[config.mk]
export PLATFORM = sky130hd
export DESIGN_NAME = swbox_merge
export DESIGN_NICKNAME = d
export VERILOG_FILES = /design/src/rtl/swbox_pkg.sv /design/src/rtl/swbox_merge.sv
export SDC_FILE = /design/constraint.sdc
export NUM_CORES = 1
export LEC_CHECK = 0
export BUFFER_PORTS_ARGS = -buffer_cell sky130_fd_sc_hd__buf_2
export CORE_ASPECT_RATIO = 1.75
export CORE_MARGIN = 1
export CORE_UTILIZATION = 60
export CTS_BUF_LIST = sky130_fd_sc_hd__clkbuf_16
export DETAILED_ROUTE_END_ITERATION = 8
export GPL_TIMING_DRIVEN = 0
export PLACE_DENSITY = 0.92
export SETUP_SLACK_MARGIN = 0.05
export SLEW_MARGIN = 10
export SYNTH_ARGS = -nofsm -noshare
export SYNTH_HDL_FRONTEND = slang
export SYNTH_SLANG_ARGS = --single-unit
[constraint.sdc]
create_clock -name clk -period 7.9 [get_ports clk]
set_input_delay 0.79 -clock clk [delete_from_list [all_inputs] [get_ports clk]]
set_output_delay 0.79 -clock clk [all_outputs]
set_load 0.01 [all_outputs]
[src/rtl/swbox_pkg.sv]
// Shared constants and control types for the swept box slab test.
package swbox_pkg;

    localparam int NUM_AXES    = 3;
    localparam int PIPE_STAGES = 5;

    // configuration register indexes
    localparam int CFG_IDX_W = 2;
    localparam logic [CFG_IDX_W-1:0] REG_EXTENT_X = 2'd0;
    localparam logic [CFG_IDX_W-1:0] REG_EXTENT_Y = 2'd1;
    localparam logic [CFG_IDX_W-1:0] REG_EXTENT_Z = 2'd2;

    // slab times are Q.24; the fraction output is Q1.16 taken from bits 24:8
    localparam int FRAC_BITS   = 24;
    localparam int ONE_Q24     = 1 << FRAC_BITS;
    localparam int FRAC_DROP   = 8;
    localparam int FRAC_W      = 17;
    localparam logic [FRAC_W-1:0] FRAC_ONE = 17'd65536;
    localparam int OUT_TDATA_W = 24;

    // per-stage load enables
    typedef struct packed {
        logic en_off;
        logic en_mul;
        logic en_sat;
    } swbox_lane_ctl_t;

    typedef struct packed {
        logic en_sel;
        logic en_out;
    } swbox_merge_ctl_t;

endpackage

[src/rtl/swbox_merge.sv]
// Merge of the lane times: latest entry, earliest exit, clamp and hit decision.
module swbox_merge
    import swbox_pkg::*;
#(
    parameter int PROD_WIDTH = 48
)
(
    input  logic                           clk,
    input  swbox_merge_ctl_t               ctl,
    input  logic signed [PROD_WIDTH-1:0]   t_near [NUM_AXES],
    input  logic signed [PROD_WIDTH-1:0]   t_far  [NUM_AXES],
    output logic                           hit,
    output logic        [FRAC_W-1:0]       entry_frac
);

    localparam logic signed [PROD_WIDTH-1:0] ONE_P = PROD_WIDTH'(ONE_Q24);

    logic signed [PROD_WIDTH-1:0] entry_reg, entry_next, exit_reg, exit_next;
    logic signed [PROD_WIDTH-1:0] entry_c, exit_c;
    logic                         hit_reg, hit_next;
    logic        [FRAC_W-1:0]     frac_reg, frac_next;

    always_comb
    begin
        entry_next = t_near[0];
        exit_next  = t_far[0];
        for (int a = 1; a < NUM_AXES; a++)
        begin
            if (t_near[a] > entry_next)
                entry_next = t_near[a];
            if (t_far[a] < exit_next)
                exit_next = t_far[a];
        end
    end

    always_comb
    begin
        entry_c   = (entry_reg < 0) ? '0 : entry_reg;
        exit_c    = (exit_reg > ONE_P) ? ONE_P : exit_reg;
        hit_next  = (entry_c <= exit_c);
        frac_next = hit_next ? entry_c[FRAC_DROP +: FRAC_W] : '0;
    end

    always_ff @(posedge clk)
    begin
        if (ctl.en_sel)
        begin
            entry_reg <= entry_next;
            exit_reg  <= exit_next;
        end
        if (ctl.en_out)
        begin
            hit_reg  <= hit_next;
            frac_reg <= frac_next;
        end
    end

    assign hit        = hit_reg;
    assign entry_frac = frac_reg;

endmodule

* After elaboration in Yosys (flattened, before gate mapping)
Index checks and enable logic that the tools add are counted.
Operators by class: mux-type cells 6, order comparisons 7
Operators with widths (number):
- $mux 48 | 6
- $gt 48x48->1 | 2
- $lt 48x48->1 | 2
- $gt 48x26->1 const B | 1
- $le 48x48->1 | 1
- $lt 48x1->1 const B | 1
Word-level totals: logic and storage cells 17, register bits after elaboration 114, bits of input ports 291, output and inout bits 18

* Logic depth before layout (Yosys ltp)
word-level depth 4, gate-level depth with buffers 24

* Worst setup path after synthesis
No wires, ideal clock.
kind input port to flip-flop, start point input port t_near[129] (netlist name), end point register entry_reg[0], data pin, setup slack 2.369 ns, cell stages on the path 22, buffers on the path 3, data arrival time 5.269 ns, data required time 7.638 ns, cells stage by stage inv_1 ha_1 a21o_1 a21o_1 a211oi_1 o31ai_1 o32ai_1 o21ai_0 o21ai_1 buf_2 buf_4 mux2i_1 ha_1 a21o_1 a2111oi_0 o31ai_1 nand3_1 nand4_1 or3_1 a211oi_2 buf_6 mux2_1
Between the ends: longest elaborated chain between the ends 4
Ends and longest elaborated chain:
- start: declaration | RTL line swbox_merge.sv:10 | input logic signed [PROD_WIDTH-1:0] t_near [NUM_AXES],
- $gt 48x48->1 | RTL line swbox_merge.sv:29 | if (t_near[a] > entry_next)
- $mux 48 * | RTL line swbox_merge.sv:29
- $gt 48x48->1 | RTL line swbox_merge.sv:29
- $mux 48 * | RTL line swbox_merge.sv:29
- net entry_next[0] | RTL line swbox_merge.sv:18 | logic signed [PROD_WIDTH-1:0] entry_reg, entry_next, exit_reg, exit_next;
- end signal: assignment | RTL line swbox_merge.sv:48 | entry_reg <= entry_next;
- end: declaration | RTL line swbox_merge.sv:18
Mark *: on every way through the listed nets, which the timed path passes. The rest lies on a longest branch. A chain may end at the register's enable or synchronous reset.

* Final worst setup path
start point input port t_far[143] (netlist name), end point register exit_reg[46], data pin
Between the ends: longest elaborated chain between the ends 4
Ends and longest elaborated chain:
- start: declaration | RTL line swbox_merge.sv:11 | input logic signed [PROD_WIDTH-1:0] t_far [NUM_AXES],
- $lt 48x48->1 | RTL line swbox_merge.sv:31 | if (t_far[a] < exit_next)
- $mux 48 * | RTL line swbox_merge.sv:31
- $lt 48x48->1 | RTL line swbox_merge.sv:31
- $mux 48 * | RTL line swbox_merge.sv:31
- net exit_next[46] | RTL line swbox_merge.sv:18
- end signal: assignment | RTL line swbox_merge.sv:49 | exit_reg <= exit_next;
- end: declaration | RTL line swbox_merge.sv:18
Marks and branches as above.

==> results.toml <==
[run_status]
status = "finished clean"

[flow_run]
cap_violations = 0

[timing]
slew_viol_final = 0
setup_violations = 0
rsz0062_at_grt = "false"
fin_crit_ns = 6.34
finalCritPeriodShare_pct = 80.2
max-slew-margin-rel_pct = 57.9
fin_hold_ws_ns = 0.736
final.setup.tns_ns = 0
skew_ns = 0.0106
max_freq_mhz = 158
worstMarginPinSlew_ns = 0.632
hold_viol = 0

[finish]
drive_gt1_share_pct = 22.8
fin_nets = 2140
final_cells = 1877
area_growth_pct = 20.0
finalInstanceArea_sq_um = 14700

[yosys]
synth_seq_area_share_pct = 27.9
syn_nets = 1812
ys_async_sr_fraction_pct = 0
synth-main-ff-cell = "edfxtp_1"
ys_types = 56
synth_edf_count = 114
netlist_area_sq_um = 12300
ys_ff_latch = 114
synth_warnings = 0
avgSynthCellArea_sq_um = 9.55
synthCells = 1284

[grt]
grt_pass1_wl_um = 54000
grt_max_degree = 50
first_global_vias = 11763
antenna_found_initial = 5
grt_usage_pct = 34.2
gr-total-overflow = 0

[clocking]
ctsHtreeMaxLevel = 4
cts.reportedPaths.clkPinSlew_ns = 0.06
cts_setup_buffers = 0
cts_resized = 0
clock_sinks = 114
numCtsBuffers = 17
root_buffer = "clkbuf_16"
cts_tree = "built"
holdBufCountCts = 0
insertion_delay_ns = 0.42
clock_path_buffers = 2

[floorplanning]
die_y_um = 191
die-area_sq_um = 21000
die_x_um = 110
pin_count = 309
row_count = 68
core_area_sq_um = 19900
start_util_pct = 61.6

[placed_design]
place_congestion = 0.919
dp.cells = 1838
place_area_sq_um = 14100
dp.final_hpwl_um = 30000
port_buffers = 308

[critical_path]
critical_path.max_fanout = 10
start_kind = "input port"
crit_arrival_ns = 6.56
end_kind = "flop"
path_class = "input port to flop"
cp_data_required_time_ns = 8.12

[route]
drt_pass1_iterations = 5
antenna_left = 0
drc = 0
vias = 11364
routed_via_density = 6.05
routedWlPerCell_um = 19.1
drt_wl_total_um = 35800
drt_iter0_drc = 636

[pwr]
leakage_nw = 7.93
irDropWorstVdd_mv = 0.211
p_per_area_nw_per_um2 = 196

[hold_path]
min_path_type = "input port to flop"
-- worst max-delay path: stages --
cell and delay [ns]:
buf_2 0.09, inv_1 0.04, ha_1 0.26, buf_2 0.19
nand4_2 0.15, nor4_1 0.51, nand3_1 0.21, a31oi_1 0.23
nor3_1 0.08, xnor2_1 0.20, buf_2 0.34, buf_4 0.28
mux2i_1 0.51, ha_1 0.37, a2111oi_0 0.55, a21oi_1 0.20
o31ai_1 0.30, nand4_1 0.15, a21oi_2 0.17, xnor2_2 0.14
buf_4 0.26, buf_6 0.20, mux2i_1 0.31
-- synth_stat cells (12+ instances only) --
| cell | number | area share [%] |
|---|---|---|
| a21o_1 | 50 | 3.1 |
| a21oi_1 | 49 | 2.0 |
| and2_1 | 20 | 1.0 |
| edfxtp_1 | 114 | 28 |
| ha_1 | 237 | 24 |
| inv_1 | 196 | 6.0 |
| mux2i_1 | 190 | 16 |
| nand2_1 | 81 | 2.5 |
| nand3_1 | 18 | 0.73 |
| nand4_1 | 42 | 2.1 |
| nor2_1 | 34 | 1.0 |
| nor2b_1 | 54 | 2.8 |
| nor3_1 | 19 | 0.78 |
| nor4_1 | 13 | 0.66 |
| o21a_1 | 12 | 0.73 |
| o21ai_0 | 29 | 1.2 |
-- power by group --
group	switching (mW)	leakage, nW	internal (mW)
combinational	0.710	6.52	0.575
clock	0.291	0.271	0.433
sequential	0.0526	1.13	0.829
total	1.05	7.93	1.84
-- cell usage in the layout, fill, tap and decap left out, drive strengths merged, types with 18 or more instances in the layout --
cell      n
nor3     19
edfxtp  114
ha      237
a21oi    50
a21o     50
o21ai    33
buf     330
clkbuf   28
mux2i   190
inv     199
nand3    18
nor2b    54
nand2    81
nor2     34
nand4    43
and2     20
-- per-layer routing --
metal | share of wire (%) | GRT usage [%]
met2 | 53 | 62.7
met4 | 8.4 | 26.8
met3 | 5.0 | 6.41
met5 | 0 | 0
met1 | 34 | 32.2
-- path summary, 6_finish.rpt --
check,startpoint,to,slack (ns),cells past startpoint
worst max register to register,exit_reg[1],entry_frac[12],2.95,18
worst min-delay path,t_near[15],entry_reg[15],0.74,3
worst max-delay path,t_far[143],exit_reg[46],1.56,23
worst min register to register,entry_reg[19],entry_frac[11],0.77,2
-- kinds of logic after synthesis --
family,count (synthesis),synth area share (%)
AO/OA/AOI/OAI,205,11.2
XOR/XNOR,2,0.204
AND/OR/NAND/NOR,306,13.1
adder cells (fa/ha/maj),237,24.2
multiplexers,192,15.7
flip-flops,114,27.9
buffers and inverters,228,7.69
-- cell type report --
class / count / area (sq um)
Multi-Input combinational cell: 942 / 7900
Fill cell: 1458 / 5190
Sequential cell: 114 / 3420
Timing Repair Buffer: 309 / 1570
Inverter: 196 / 736
Clock buffer: 17 / 425
Tap cell: 245 / 307
Buffer: 32 / 208
Clock inverter: 15 / 134
Antenna cell: 7 / 17.5
-- per-stage QoR --
| step | total power [mW] | worst slack, ns | utilization, % |
|---|---|---|---|
| finish | 2.89 | 1.56 | 73.9 |
| CTS | 2.88 | 1.72 | 73.8 |
| detailed placement | 2.15 | 1.33 | 71.0 |
| floorplan | 1.75 | 2.37 | - |
| global route | 3.06 | 1.36 | 73.9 |
| global placement | 2.09 | 1.56 | 70.9 |
No activity file was read; power rests on OpenSTA's default activity.
